==> src/svsd_pkg.sv <==
// ----------------------------------------------------------------------------
// Stream variance package
// Widths, result limits and shared types for the streaming mean, variance
// and standard deviation block.
// ----------------------------------------------------------------------------
package svsd_pkg;

    // Fixed configuration of the block.
    localparam int SAMPLE_BITS = 16;
    localparam int COUNT_BITS  = 20;
    localparam int FRAC_BITS   = 8;

    // Result field widths.
    localparam int MEAN_W = 24;
    localparam int VAR_W  = 38;
    localparam int STD_W  = 23;

    // Accumulator widths: the count reaches 2^COUNT_BITS itself.
    localparam int CNT_W = COUNT_BITS + 1;
    localparam int SUM_W = SAMPLE_BITS + COUNT_BITS;
    localparam int SQ_W  = 2 * SAMPLE_BITS - 1 + COUNT_BITS;

    // Post-processing widths.
    localparam int D_W    = CNT_W + SQ_W - 1;
    localparam int NSQ_W  = 2 * CNT_W - 1;
    localparam int MNUM_W = SUM_W + FRAC_BITS + 1;
    localparam int VNUM_W = D_W + FRAC_BITS + 1;
    localparam int RAD_W  = ((D_W + 2 * FRAC_BITS + 1) / 2) * 2;
    localparam int ROOT_W = RAD_W / 2;
    localparam int ALU_W  = VNUM_W;
    localparam int REM_W  = (NSQ_W + 1 > ROOT_W + 3) ? NSQ_W + 1 : ROOT_W + 3;
    localparam int SR_W   = (RAD_W > VNUM_W) ? RAD_W : VNUM_W;
    localparam int ITER_W = $clog2(SR_W + 1);

    // Running totals after the current sample has been taken in.
    typedef struct packed {
        logic [CNT_W-1:0]        count;
        logic signed [SUM_W-1:0] sum;
        logic [SQ_W-1:0]         sumsq;
        logic                    ovf;
    } t_totals;

    // One finished result.
    typedef struct packed {
        logic signed [MEAN_W-1:0] mean_q8;
        logic [VAR_W-1:0]         variance_q8;
        logic [STD_W-1:0]         std_dev_q8;
        logic                     count_overflow;
    } t_result;

    // Sequencer status seen by the top level.
    typedef struct packed {
        logic idle;
        logic done;
    } t_core_status;

    // Request to the shared adder.
    typedef struct packed {
        logic [ALU_W-1:0] a;
        logic [ALU_W-1:0] b;
        logic             sub;
    } t_alu_req;

    // Answer of the shared adder; carry set on subtract means a >= b.
    typedef struct packed {
        logic [ALU_W-1:0] sum;
        logic             carry;
    } t_alu_res;

endpackage

==> src/svsd_if.sv <==
// ----------------------------------------------------------------------------
// Stream variance channels
// Sample request channel and result request channel, each with valid/ready.
// ----------------------------------------------------------------------------
interface svsd_in_if import svsd_pkg::*; ();
    logic                          valid;
    logic                          ready;
    logic signed [SAMPLE_BITS-1:0] sample;
    logic                          last;

    modport source (output valid, sample, last, input ready);
    modport sink (input valid, sample, last, output ready);
endinterface

interface svsd_out_if import svsd_pkg::*; ();
    logic                     valid;
    logic                     ready;
    logic signed [MEAN_W-1:0] mean_q8;
    logic [VAR_W-1:0]         variance_q8;
    logic [STD_W-1:0]         std_dev_q8;
    logic                     count_overflow;

    modport source (output valid, mean_q8, variance_q8, std_dev_q8, count_overflow,
                    input ready);
    modport sink (input valid, mean_q8, variance_q8, std_dev_q8, count_overflow,
                  output ready);
endinterface

==> src/stream_variance_std_dev_unit.sv <==
// ----------------------------------------------------------------------------
// Streaming mean, variance and standard deviation unit
// Samples come in on i_smp, one per request, with last marking the end of a
// set. While the sequencer is idle, samples that do not close a set are taken
// in one per cycle and only update the running count, sum and sum of squares;
// they give no result. A request with last set closes the set: the totals are
// handed to the sequencer and the accumulators start over for the next set.
// The sequencer then runs every step on one shared adder: magnitude, mean
// division (45 steps), n*sumsq and sum^2 by shift and add (57 steps), n^2
// (21 steps), variance division (80 steps), square root (44 bit pairs) and
// the standard deviation division (44 steps). The result enters the output
// register when it is empty or being taken and then shows on o_res; i_smp
// is not ready until the sequencer is idle again.
// If o_res is stalled, the result waits in the output register; a further
// finished result waits in the sequencer and input stays blocked.
// Reset clears the running totals, the sequencer and the output valid flag.
// ----------------------------------------------------------------------------
module stream_variance_std_dev_unit import svsd_pkg::*; (
    input  logic              i_clk,
    input  logic              i_rst_n,
    svsd_in_if.sink           i_smp,
    svsd_out_if.source        o_res
);

    t_totals      totals;
    t_core_status status;
    t_result      core_result;
    logic         accept;
    logic         start;
    logic         load;
    logic         r_out_valid;
    t_result      r_out;

    // Samples are taken while the sequencer is idle.
    assign i_smp.ready = status.idle;
    assign accept      = i_smp.valid & i_smp.ready;
    assign start       = accept & i_smp.last;

    svsd_accum u_accum (
        .i_clk    (i_clk),
        .i_rst_n  (i_rst_n),
        .i_take   (accept),
        .i_sample (i_smp.sample),
        .i_last   (i_smp.last),
        .o_totals (totals)
    );

    svsd_core u_core (
        .i_clk    (i_clk),
        .i_rst_n  (i_rst_n),
        .i_start  (start),
        .i_totals (totals),
        .i_taken  (load),
        .o_status (status),
        .o_result (core_result)
    );

    // Output register: refilled once the previous result request is taken.
    assign load = status.done & (~r_out_valid | o_res.ready);

    always_ff @(posedge i_clk) begin
        if (!i_rst_n) begin
            r_out_valid <= 1'b0;
        end else if (load) begin
            r_out_valid <= 1'b1;
        end else if (o_res.ready) begin
            r_out_valid <= 1'b0;
        end
    end

    always_ff @(posedge i_clk) begin
        if (load) begin
            r_out <= core_result;
        end
    end

    assign o_res.valid          = r_out_valid;
    assign o_res.mean_q8        = r_out.mean_q8;
    assign o_res.variance_q8    = r_out.variance_q8;
    assign o_res.std_dev_q8     = r_out.std_dev_q8;
    assign o_res.count_overflow = r_out.count_overflow;

endmodule

==> src/svsd_alu.sv <==
// ----------------------------------------------------------------------------
// Stream variance shared adder
// One wide add/subtract unit with carry out, reused by every post-processing
// step: magnitude, rounding offsets, shift-add products, division and root.
// ----------------------------------------------------------------------------
module svsd_alu import svsd_pkg::*; (
    input  t_alu_req i_req,
    output t_alu_res o_res
);

    logic [ALU_W-1:0] b_eff;
    logic [ALU_W:0]   total;

    // Subtract is add of the inverted operand plus one.
    assign b_eff = i_req.sub ? ~i_req.b : i_req.b;
    assign total = {1'b0, i_req.a} + {1'b0, b_eff} + {{ALU_W{1'b0}}, i_req.sub};

    assign o_res.sum   = total[ALU_W-1:0];
    assign o_res.carry = total[ALU_W];

endmodule

==> src/svsd_accum.sv <==
// ----------------------------------------------------------------------------
// Stream variance accumulator
// Keeps the sample count, sum and sum of squares of the open set, saturates
// the count at its limit and clears everything after the last sample.
// ----------------------------------------------------------------------------
module svsd_accum import svsd_pkg::*; (
    input  logic                          i_clk,
    input  logic                          i_rst_n,
    input  logic                          i_take,
    input  logic signed [SAMPLE_BITS-1:0] i_sample,
    input  logic                          i_last,
    output t_totals                       o_totals
);

    logic [CNT_W-1:0]              r_count;
    logic signed [SUM_W-1:0]       r_sum;
    logic [SQ_W-1:0]               r_sumsq;
    logic                          r_ovf;
    logic                          at_limit;
    logic signed [2*SAMPLE_BITS-1:0] square;
    t_totals                       n_totals;

    // The count never passes the limit, so its top bit marks a full set.
    assign at_limit = r_count[CNT_W-1];
    assign square   = i_sample * i_sample;

    // Totals including the offered sample; a sample past the limit is dropped.
    always_comb begin
        if (at_limit) begin
            n_totals.count = r_count;
            n_totals.sum   = r_sum;
            n_totals.sumsq = r_sumsq;
        end else begin
            n_totals.count = r_count + CNT_W'(1);
            n_totals.sum   = r_sum + SUM_W'(i_sample);
            n_totals.sumsq = r_sumsq + SQ_W'(square[2*SAMPLE_BITS-2:0]);
        end
        n_totals.ovf = r_ovf | at_limit;
    end

    assign o_totals = n_totals;

    // Update on every accepted sample and start over after the last one.
    always_ff @(posedge i_clk) begin
        if (!i_rst_n) begin
            r_count <= '0;
            r_sum   <= '0;
            r_sumsq <= '0;
            r_ovf   <= 1'b0;
        end else if (i_take) begin
            if (i_last) begin
                r_count <= '0;
                r_sum   <= '0;
                r_sumsq <= '0;
                r_ovf   <= 1'b0;
            end else begin
                r_count <= n_totals.count;
                r_sum   <= n_totals.sum;
                r_sumsq <= n_totals.sumsq;
                r_ovf   <= n_totals.ovf;
            end
        end
    end

endmodule

==> src/svsd_core.sv <==
// ----------------------------------------------------------------------------
// Stream variance sequencer
// Works out mean, variance and standard deviation of one closed set with the
// shared adder: shift-add products, restoring division and a bit-pair root.
// ----------------------------------------------------------------------------
module svsd_core import svsd_pkg::*; (
    input  logic         i_clk,
    input  logic         i_rst_n,
    input  logic         i_start,
    input  t_totals      i_totals,
    input  logic         i_taken,
    output t_core_status o_status,
    output t_result      o_result
);

    typedef enum logic [11:0] {
        S_IDLE  = 12'b0000_0000_0001,
        S_ABS   = 12'b0000_0000_0010,
        S_MPREP = 12'b0000_0000_0100,
        S_MDIV  = 12'b0000_0000_1000,
        S_DMUL  = 12'b0000_0001_0000,
        S_DSQ   = 12'b0000_0010_0000,
        S_NSQ   = 12'b0000_0100_0000,
        S_VPREP = 12'b0000_1000_0000,
        S_VDIV  = 12'b0001_0000_0000,
        S_SQRT  = 12'b0010_0000_0000,
        S_SDIV  = 12'b0100_0000_0000,
        S_DONE  = 12'b1000_0000_0000
    } t_state;

    t_state                   r_state;
    t_state                   n_state;
    logic [ITER_W-1:0]        r_cnt;
    logic [CNT_W-1:0]         r_n;
    logic [SUM_W-1:0]         r_mag;
    logic                     r_neg;
    logic [SQ_W-1:0]          r_sumsq;
    logic                     r_ovf;
    logic [ALU_W-1:0]         r_acc;
    logic [ALU_W-1:0]         r_opd;
    logic [SUM_W-1:0]         r_mul;
    logic [D_W-1:0]           r_d;
    logic [NSQ_W-1:0]         r_nsq;
    logic [SR_W-1:0]          r_dvd;
    logic [REM_W-1:0]         r_rem;
    logic [ROOT_W-1:0]        r_root;
    logic signed [MEAN_W-1:0] r_mean;
    logic [VAR_W-1:0]         r_var;
    logic [STD_W-1:0]         r_std;

    t_alu_req          alu_req;
    t_alu_res          alu_res;
    logic              last_iter;
    logic [REM_W-1:0]  div_trial;
    logic [ALU_W-1:0]  divisor;
    logic [SR_W-1:0]   div_q;
    logic [REM_W-1:0]  sq_trial;
    logic [ROOT_W+1:0] sq_test;
    logic [ROOT_W-1:0] root_next;
    logic [MEAN_W-1:0] mean_sat;
    logic [VAR_W-1:0]  var_sat;
    logic [STD_W-1:0]  std_sat;

    svsd_alu u_alu (
        .i_req (alu_req),
        .o_res (alu_res)
    );

    assign last_iter = (r_cnt == ITER_W'(1));

    // Division step: bring down the next dividend bit and try the divisor.
    assign div_trial = {r_rem[REM_W-2:0], r_dvd[SR_W-1]};
    assign divisor   = (r_state == S_VDIV) ? ALU_W'(r_nsq) : ALU_W'(r_n);
    assign div_q     = {r_dvd[SR_W-2:0], alu_res.carry};

    // Root step: bring down two radicand bits and try 4*root + 1.
    assign sq_trial  = {r_rem[REM_W-3:0], r_dvd[SR_W-1 -: 2]};
    assign sq_test   = {r_root, 2'b01};
    assign root_next = {r_root[ROOT_W-2:0], alu_res.carry};

    // Saturation of the finished quotients.
    always_comb begin
        if (r_neg) begin
            if ((|div_q[SR_W-1:MEAN_W]) || (div_q[MEAN_W-1] && (|div_q[MEAN_W-2:0]))) begin
                mean_sat = {1'b1, {(MEAN_W-1){1'b0}}};
            end else begin
                mean_sat = MEAN_W'(0) - div_q[MEAN_W-1:0];
            end
        end else begin
            if (|div_q[SR_W-1:MEAN_W-1]) begin
                mean_sat = {1'b0, {(MEAN_W-1){1'b1}}};
            end else begin
                mean_sat = div_q[MEAN_W-1:0];
            end
        end
        var_sat = (|div_q[SR_W-1:VAR_W]) ? {VAR_W{1'b1}} : div_q[VAR_W-1:0];
        std_sat = (|div_q[SR_W-1:STD_W]) ? {STD_W{1'b1}} : div_q[STD_W-1:0];
    end

    // Operand selection for the shared adder.
    always_comb begin
        alu_req.a   = '0;
        alu_req.b   = '0;
        alu_req.sub = 1'b0;
        case (r_state)
            S_ABS: begin
                alu_req.a   = r_neg ? '0 : ALU_W'(r_mag);
                alu_req.b   = r_neg ? ALU_W'(r_mag) : '0;
                alu_req.sub = r_neg;
            end
            S_MPREP: begin
                alu_req.a = ALU_W'(r_mag) << FRAC_BITS;
                alu_req.b = ALU_W'(r_n >> 1);
            end
            S_VPREP: begin
                alu_req.a = ALU_W'(r_d) << FRAC_BITS;
                alu_req.b = ALU_W'(r_nsq >> 1);
            end
            S_MDIV, S_VDIV, S_SDIV: begin
                alu_req.a   = ALU_W'(div_trial);
                alu_req.b   = divisor;
                alu_req.sub = 1'b1;
            end
            S_DMUL, S_NSQ: begin
                alu_req.a = r_acc;
                alu_req.b = r_mul[0] ? r_opd : '0;
            end
            S_DSQ: begin
                alu_req.a   = r_acc;
                alu_req.b   = r_mul[0] ? r_opd : '0;
                alu_req.sub = 1'b1;
            end
            S_SQRT: begin
                alu_req.a   = ALU_W'(sq_trial);
                alu_req.b   = ALU_W'(sq_test);
                alu_req.sub = 1'b1;
            end
            default: begin
                alu_req.a   = '0;
                alu_req.b   = '0;
                alu_req.sub = 1'b0;
            end
        endcase
    end

    // Step sequence.
    always_comb begin
        n_state = r_state;
        case (r_state)
            S_IDLE:  if (i_start) n_state = S_ABS;
            S_ABS:   n_state = S_MPREP;
            S_MPREP: n_state = S_MDIV;
            S_MDIV:  if (last_iter) n_state = S_DMUL;
            S_DMUL:  if (last_iter) n_state = S_DSQ;
            S_DSQ:   if (last_iter) n_state = S_NSQ;
            S_NSQ:   if (last_iter) n_state = S_VPREP;
            S_VPREP: n_state = S_VDIV;
            S_VDIV:  if (last_iter) n_state = S_SQRT;
            S_SQRT:  if (last_iter) n_state = S_SDIV;
            S_SDIV:  if (last_iter) n_state = S_DONE;
            S_DONE:  if (i_taken) n_state = S_IDLE;
            default: n_state = S_IDLE;
        endcase
    end

    always_ff @(posedge i_clk) begin
        if (!i_rst_n) begin
            r_state <= S_IDLE;
        end else begin
            r_state <= n_state;
        end
    end

    // Datapath registers, loaded and shifted per step.
    always_ff @(posedge i_clk) begin
        case (r_state)
            S_IDLE: begin
                if (i_start) begin
                    r_n     <= i_totals.count;
                    r_mag   <= i_totals.sum;
                    r_neg   <= i_totals.sum[SUM_W-1];
                    r_sumsq <= i_totals.sumsq;
                    r_ovf   <= i_totals.ovf;
                end
            end
            S_ABS: begin
                r_mag <= alu_res.sum[SUM_W-1:0];
            end
            S_MPREP: begin
                r_dvd <= SR_W'(alu_res.sum[MNUM_W-1:0]) << (SR_W - MNUM_W);
                r_rem <= '0;
                r_cnt <= ITER_W'(MNUM_W);
            end
            S_MDIV, S_VDIV, S_SDIV: begin
                r_rem <= alu_res.carry ? alu_res.sum[REM_W-1:0] : div_trial;
                r_dvd <= div_q;
                r_cnt <= r_cnt - ITER_W'(1);
                if (last_iter) begin
                    if (r_state == S_MDIV) begin
                        r_mean <= mean_sat;
                        r_acc  <= '0;
                        r_opd  <= ALU_W'(r_sumsq);
                        r_mul  <= SUM_W'(r_n);
                        r_cnt  <= ITER_W'(CNT_W);
                    end else if (r_state == S_VDIV) begin
                        r_var  <= var_sat;
                        r_dvd  <= SR_W'(r_d) << (2 * FRAC_BITS + SR_W - RAD_W);
                        r_rem  <= '0;
                        r_root <= '0;
                        r_cnt  <= ITER_W'(ROOT_W);
                    end else begin
                        r_std <= std_sat;
                    end
                end
            end
            S_DMUL, S_DSQ, S_NSQ: begin
                r_acc <= alu_res.sum;
                r_opd <= r_opd << 1;
                r_mul <= r_mul >> 1;
                r_cnt <= r_cnt - ITER_W'(1);
                if (last_iter) begin
                    if (r_state == S_DMUL) begin
                        r_opd <= ALU_W'(r_mag);
                        r_mul <= r_mag;
                        r_cnt <= ITER_W'(SUM_W);
                    end else if (r_state == S_DSQ) begin
                        r_d   <= alu_res.sum[D_W-1:0];
                        r_acc <= '0;
                        r_opd <= ALU_W'(r_n);
                        r_mul <= SUM_W'(r_n);
                        r_cnt <= ITER_W'(CNT_W);
                    end else begin
                        r_nsq <= alu_res.sum[NSQ_W-1:0];
                    end
                end
            end
            S_VPREP: begin
                r_dvd <= SR_W'(alu_res.sum[VNUM_W-1:0]) << (SR_W - VNUM_W);
                r_rem <= '0;
                r_cnt <= ITER_W'(VNUM_W);
            end
            S_SQRT: begin
                r_root <= root_next;
                r_cnt  <= r_cnt - ITER_W'(1);
                if (last_iter) begin
                    r_dvd <= SR_W'(root_next) << (SR_W - ROOT_W);
                    r_rem <= '0;
                    r_cnt <= ITER_W'(ROOT_W);
                end else begin
                    r_dvd <= r_dvd << 2;
                    r_rem <= alu_res.carry ? alu_res.sum[REM_W-1:0] : sq_trial;
                end
            end
            default: begin
                r_cnt <= r_cnt;
            end
        endcase
    end

    assign o_status.idle = (r_state == S_IDLE);
    assign o_status.done = (r_state == S_DONE);

    assign o_result.mean_q8        = r_mean;
    assign o_result.variance_q8    = r_var;
    assign o_result.std_dev_q8     = r_std;
    assign o_result.count_overflow = r_ovf;

endmodule
==> src/flat_wrapper.sv <==
// flat-port wrapper written by rule: the top's interface ports become plain ports
module stream_variance_std_dev_unit_flat import svsd_pkg::*;
  (i_clk, i_rst_n, i_smp_valid, i_smp_sample, i_smp_last, i_smp_ready, o_res_valid, o_res_mean_q8, o_res_variance_q8, o_res_std_dev_q8, o_res_count_overflow, o_res_ready);
  svsd_in_if i_smp_i ();
  svsd_out_if o_res_i ();
  input  logic i_clk;
  input  logic i_rst_n;
  input wire logic [$bits(i_smp_i.valid)-1:0] i_smp_valid;
  input wire logic [$bits(i_smp_i.sample)-1:0] i_smp_sample;
  input wire logic [$bits(i_smp_i.last)-1:0] i_smp_last;
  output wire logic [$bits(i_smp_i.ready)-1:0] i_smp_ready;
  output wire logic [$bits(o_res_i.valid)-1:0] o_res_valid;
  output wire logic [$bits(o_res_i.mean_q8)-1:0] o_res_mean_q8;
  output wire logic [$bits(o_res_i.variance_q8)-1:0] o_res_variance_q8;
  output wire logic [$bits(o_res_i.std_dev_q8)-1:0] o_res_std_dev_q8;
  output wire logic [$bits(o_res_i.count_overflow)-1:0] o_res_count_overflow;
  input wire logic [$bits(o_res_i.ready)-1:0] o_res_ready;
  assign i_smp_i.valid = i_smp_valid;
  assign i_smp_i.sample = i_smp_sample;
  assign i_smp_i.last = i_smp_last;
  assign i_smp_ready = i_smp_i.ready;
  assign o_res_valid = o_res_i.valid;
  assign o_res_mean_q8 = o_res_i.mean_q8;
  assign o_res_variance_q8 = o_res_i.variance_q8;
  assign o_res_std_dev_q8 = o_res_i.std_dev_q8;
  assign o_res_count_overflow = o_res_i.count_overflow;
  assign o_res_i.ready = o_res_ready;
  stream_variance_std_dev_unit u_core (.i_clk(i_clk), .i_rst_n(i_rst_n), .i_smp(i_smp_i), .o_res(o_res_i));
endmodule
==> config.mk <==
export PLATFORM = sky130hd
export DESIGN_NAME = stream_variance_std_dev_unit_flat
export DESIGN_NICKNAME = d
export VERILOG_FILES = /design/src/svsd_pkg.sv /design/src/svsd_if.sv /design/src/stream_variance_std_dev_unit.sv /design/src/svsd_alu.sv /design/src/svsd_accum.sv /design/src/svsd_core.sv /design/src/flat_wrapper.sv
export SDC_FILE = /design/constraint.sdc
export NUM_CORES = 2
export LEC_CHECK = 0
export BUFFER_PORTS_ARGS = -buffer_cell sky130_fd_sc_hd__buf_2
export CAP_MARGIN = 20
export CORE_UTILIZATION = 40
export CTS_CLUSTER_SIZE = 10
export DETAILED_ROUTE_END_ITERATION = 8
export MAX_ROUTING_LAYER = met4
export PLACE_DENSITY = 0.6
export SYNTH_ARGS = -nofsm -noshare
export SYNTH_HDL_FRONTEND = slang
export SYNTH_SLANG_ARGS = --single-unit
==> constraint.sdc <==
create_clock -name i_clk -period 7.84 [get_ports i_clk]
set_input_delay 0 -clock i_clk [delete_from_list [all_inputs] [get_ports i_clk]]
set_output_delay 0 -clock i_clk [all_outputs]
set_load 0.1 [all_outputs]
==> results.md <==
* Result of the run: finished, violations left
* Violated checks: design-rule violations
* CTS sink count at around 900
* Leakage at 25.14 nW
* H-tree depth at 3
* Crit share post-route at 0.9406
* Largest net degree at the start of global routing at 102
* Setup repair after global routing missed its margin: yes
* Critical Path Sink Type: flip-flop
* Port Buf Inserts at 108
* I/O pins at approximately 110
* Hold Fails Final Rpt at 0
* Count of yosys warnings during synthesis at 0
* Path type of the worst setup path: in2reg
* DRC Markers at 9
* Clock insertion delay at the later pin of the skew report at 0.76 ns
* Min Clock Period, post-route at 7.374 ns
* Power density cells at 461.8 nW/um2
* R2R cell count at 27
* Worst setup skew after layout at ~0.041 ns
* Detail-routed via count per cell at about 6.0
* Initial Util at 0.4047
* Sequential share of the synthesized area at 0.4471
* Flop-to-flop setup slack at 0.48 ns
* Hold Crit Class: in2reg
* Post-synth cell types at 83
* M3 GR Usage at 0.04378
* DIE WIDTH at 381.0 um
* Data arrival at the endpoint of the critical path at roughly 8.0 ns
* Number of cell rows at 138
* Share of the core filled with cells at 0.4585
* Final weighted congestion of routability-driven global placement at 1.058
* Hold-critical path depth at 6
* Number of maximum-capacitance constraint violations at 0
* Number of vias after detailed routing at between 40000 and 50000
* Area of the die at 145100 um2
* Origin of the critical flop-to-flop path: u_core.u_core.r_state[7]
* Initial antenna violation count at 4
* Cell with the most instances after synthesis: edfxtp_1
* Number of enable flip-flop cells after synthesis at 774
* CP max-delay cell: fa_1
* Number of instances in the synthesized netlist at 5613
* Dpl ws at -0.2458 ns
* FF/Latch Area at about 26000 um2
* Number of buffers on the longest clock path at 3
* Routed WL at 199900 um
* Global Route met1 Usage at 0.3517
* Slew Viols, Final at 0
* Area share of the largest cell type after synthesis at 0.4046
* Least setup slack across all paths after layout at roughly 0.47 ns
* Placed Instance Area at 61690 um2
* Post-detailed-route count of antenna-violating nets at 0
* Iteration-0 DRC count of the detailed router at 5877
* Nets@finish at between 6000 and 7000
* Reg-to-reg endpoint: u_core.u_core.r_mean[20]
* Minimum hold slack at 0.1365 ns
* Destination of the worst hold path: u_core.u_accum.r_sum[5]
* Source of the worst hold timing path: i_smp_sample[5]
* Final Non-Filler Cells at 7748
* Actual slew at the worst max-slew pin at 1.149 ns
* Global route total overflow at 0
* Synth cell count leaders: edfxtp_1 (774), inv_1 (513), nand2_1 (495)
* Pre-antenna DRT Iters at 9
* Total area of multi-input combinational cells at 28840 um2
* Synthesis-to-layout area growth at 13.29%
* Avg Cell Area, Syn at 10.23 um2
* First-pass GRT wire length at approximately 290000 um
* Instance count after placement with tap cells included at 7566
* Post-Layout Inst Area at 65070 um2
* Fraction of final layout cells with drive strength greater than 1 at 0.1105
* GR Layer Usage met2 at 0.4280
* Root Buffer: clkbuf_16
* Dominant cells by area after synthesis: edfxtp_1 (40%), fa_1 (7.9%), ha_1 (5.2%)
* Max frequency at around 0.14 GHz
* Tot GR Track Use at 0.2771
* Total of flip-flops plus latches after synthesis at approximately 900
* Post-synth net total at 6103
* Average wire length per cell after detail routing at 25.80 um
* Element type at the critical path start: input pin
* CTS tree: yes
* Largest area contributor in the netlist: edfxtp_1
* Number of clock buffers inserted by TritonCTS at 105
* Number of global-route vias before repair at approximately 45000
* Delay contributed by the slowest stage of the critical path at 0.55 ns
* Worst IR Drop VDD at 706.0 uV
* Placeable core region at 141900 um2
* Data required time at the worst endpoint at approximately 8.5 ns
* GRT busiest layer: met2
* Cell Area, Synth at 57440 um2
* Share of flip-flops with an asynchronous set or reset at 0
* Setup violations, final at 0
* Detailed placement HPWL at around 150000 um
* Worst-path fanout max at 6
* Height of the die at 381.0 um
* Fillcell total at 13370
* Relative slew slack at 0.2269
* Main flop type after synthesis: edfxtp_1
* CTS clk-pin slew, worst paths at 0.06 ns
==> stage by stage <==
step                setup TNS [ns]  power (W)
floorplan                        0    0.01769
global placement            -1.437    0.02486
detailed placement          -4.631    0.02512
CTS                              0    0.02976
global route                     0    0.03232
finish                           0    0.03005
==> cell usage in the layout, fill, tap and decap left out, types with 40 or more instances in the layout <==
cell,count
edfxtp_1,774
inv_1,508
nand2_1,487
a21oi_1,368
nor2_1,357
buf_4,292
o21ai_0,243
ha_1,241
fa_1,228
a22oi_1,176
xnor2_1,153
xor2_1,148
and2_1,146
dfxtp_1,121
buf_2,108
a222oi_1,107
clkbuf_16,106
a22o_1,91
a21o_1,87
nand3_1,80
nand2b_1,75
o22ai_1,61
and3_1,60
a221oi_1,53
a221o_1,53
nor3_1,52
o21bai_1,41
mux2i_1,40
nand4_1,40
==> cell type report <==
type,instances,area share
Antenna cell,4,0.0001538
Timing Repair Buffer,422,0.04732
Sequential cell,896,0.3948
Multi-Input combinational cell,3854,0.4432
Clock inverter,21,0.004865
Inverter,514,0.02973
Clock buffer,147,0.04359
Tap cell,1890,0.03634
==> sequential cells by signal, indices dropped and copies added, names as in the netlist, 21 cells and up <==
register,count
u_core.u_core.r_var,38
u_core.u_accum.r_sum,36
u_core.u_core.r_n,21
u_core.u_core.r_mean,24
u_core.u_core.r_nsq,41
u_core.u_core.r_d,71
u_core.u_core.r_opd,80
u_core.u_core.r_std,23
u_core.u_core.r_acc,80
u_core.o_res.std_dev_q8,23
u_core.o_res.mean_q8,24
u_core.u_core.r_sumsq,51
u_core.u_accum.r_sumsq,51
u_core.u_core.r_mul,36
u_core.u_core.r_mag,36
u_core.o_res.variance_q8,38
u_core.u_accum.r_count,21
u_core.u_core.r_dvd,88
u_core.u_core.r_rem,46
u_core.u_core.r_root,44
==> worst max path at each step <==
stage / from / to / cells after the start
final: i_smp_sample[0] / u_core.u_accum.r_sumsq[38] / 37
after global routing: i_smp_sample[0] / u_core.u_accum.r_sumsq[38] / 37
after CTS: i_smp_sample[0] / u_core.u_accum.r_sumsq[36] / 35
after detailed placement: i_smp_sample[1] / u_core.u_accum.r_sumsq[44] / 35
after global placement: i_smp_sample[10] / u_core.u_accum.r_sumsq[36] / 36
after floorplan: i_smp_sample[15] / u_core.u_accum.r_sumsq[49] / 31
==> report_power, final <==
| group | total (W) | switching (W) | internal [W] | leakage (nW) |
|---|---|---|---|---|
| Sequential | 0.00634 | 0.000385 | 0.00596 | 7.26 |
| Combinational | 0.0191 | 0.0105 | 0.00860 | 16.4 |
| Clock | 0.00460 | 0.00202 | 0.00258 | 1.51 |
==> cell families after synthesis <==
logic type,synth area share
buffers and inverters,0.05659
xor gates and xnor gates,0.04727
and+or+nand+nor,0.1241
DFF,0.4471
AOI/OAI and AO/OA,0.1846
muxes,0.008343
adders and majority gates,0.1320
==> worst max-delay path, delay by kind of cell <==
family                   cells  cell delay, ns
AO/OA/AOI/OAI               15            2.48
XOR/XNOR                     2            0.25
adder cells (fa/ha/maj)      8            3.51
buffers and inverters        9            1.32
AND/OR/NAND/NOR              3            0.43
==> per-layer routing <==
metal,vias to the layer above,part of all wire
li1,20780,-
met1,22790,0.40
met2,2276,0.45
met3,441,0.087
met4,0,0.057
met5,-,0
==> what timing repair did <==
item,CTS,global route
buffers inserted,0,1
setup endpoints to repair,0,39
hold buffers,6,0
gates resized for setup,0,25
endpoints found under the hold margin,29,0
Note: power is estimated with default switching activity, not from simulation.
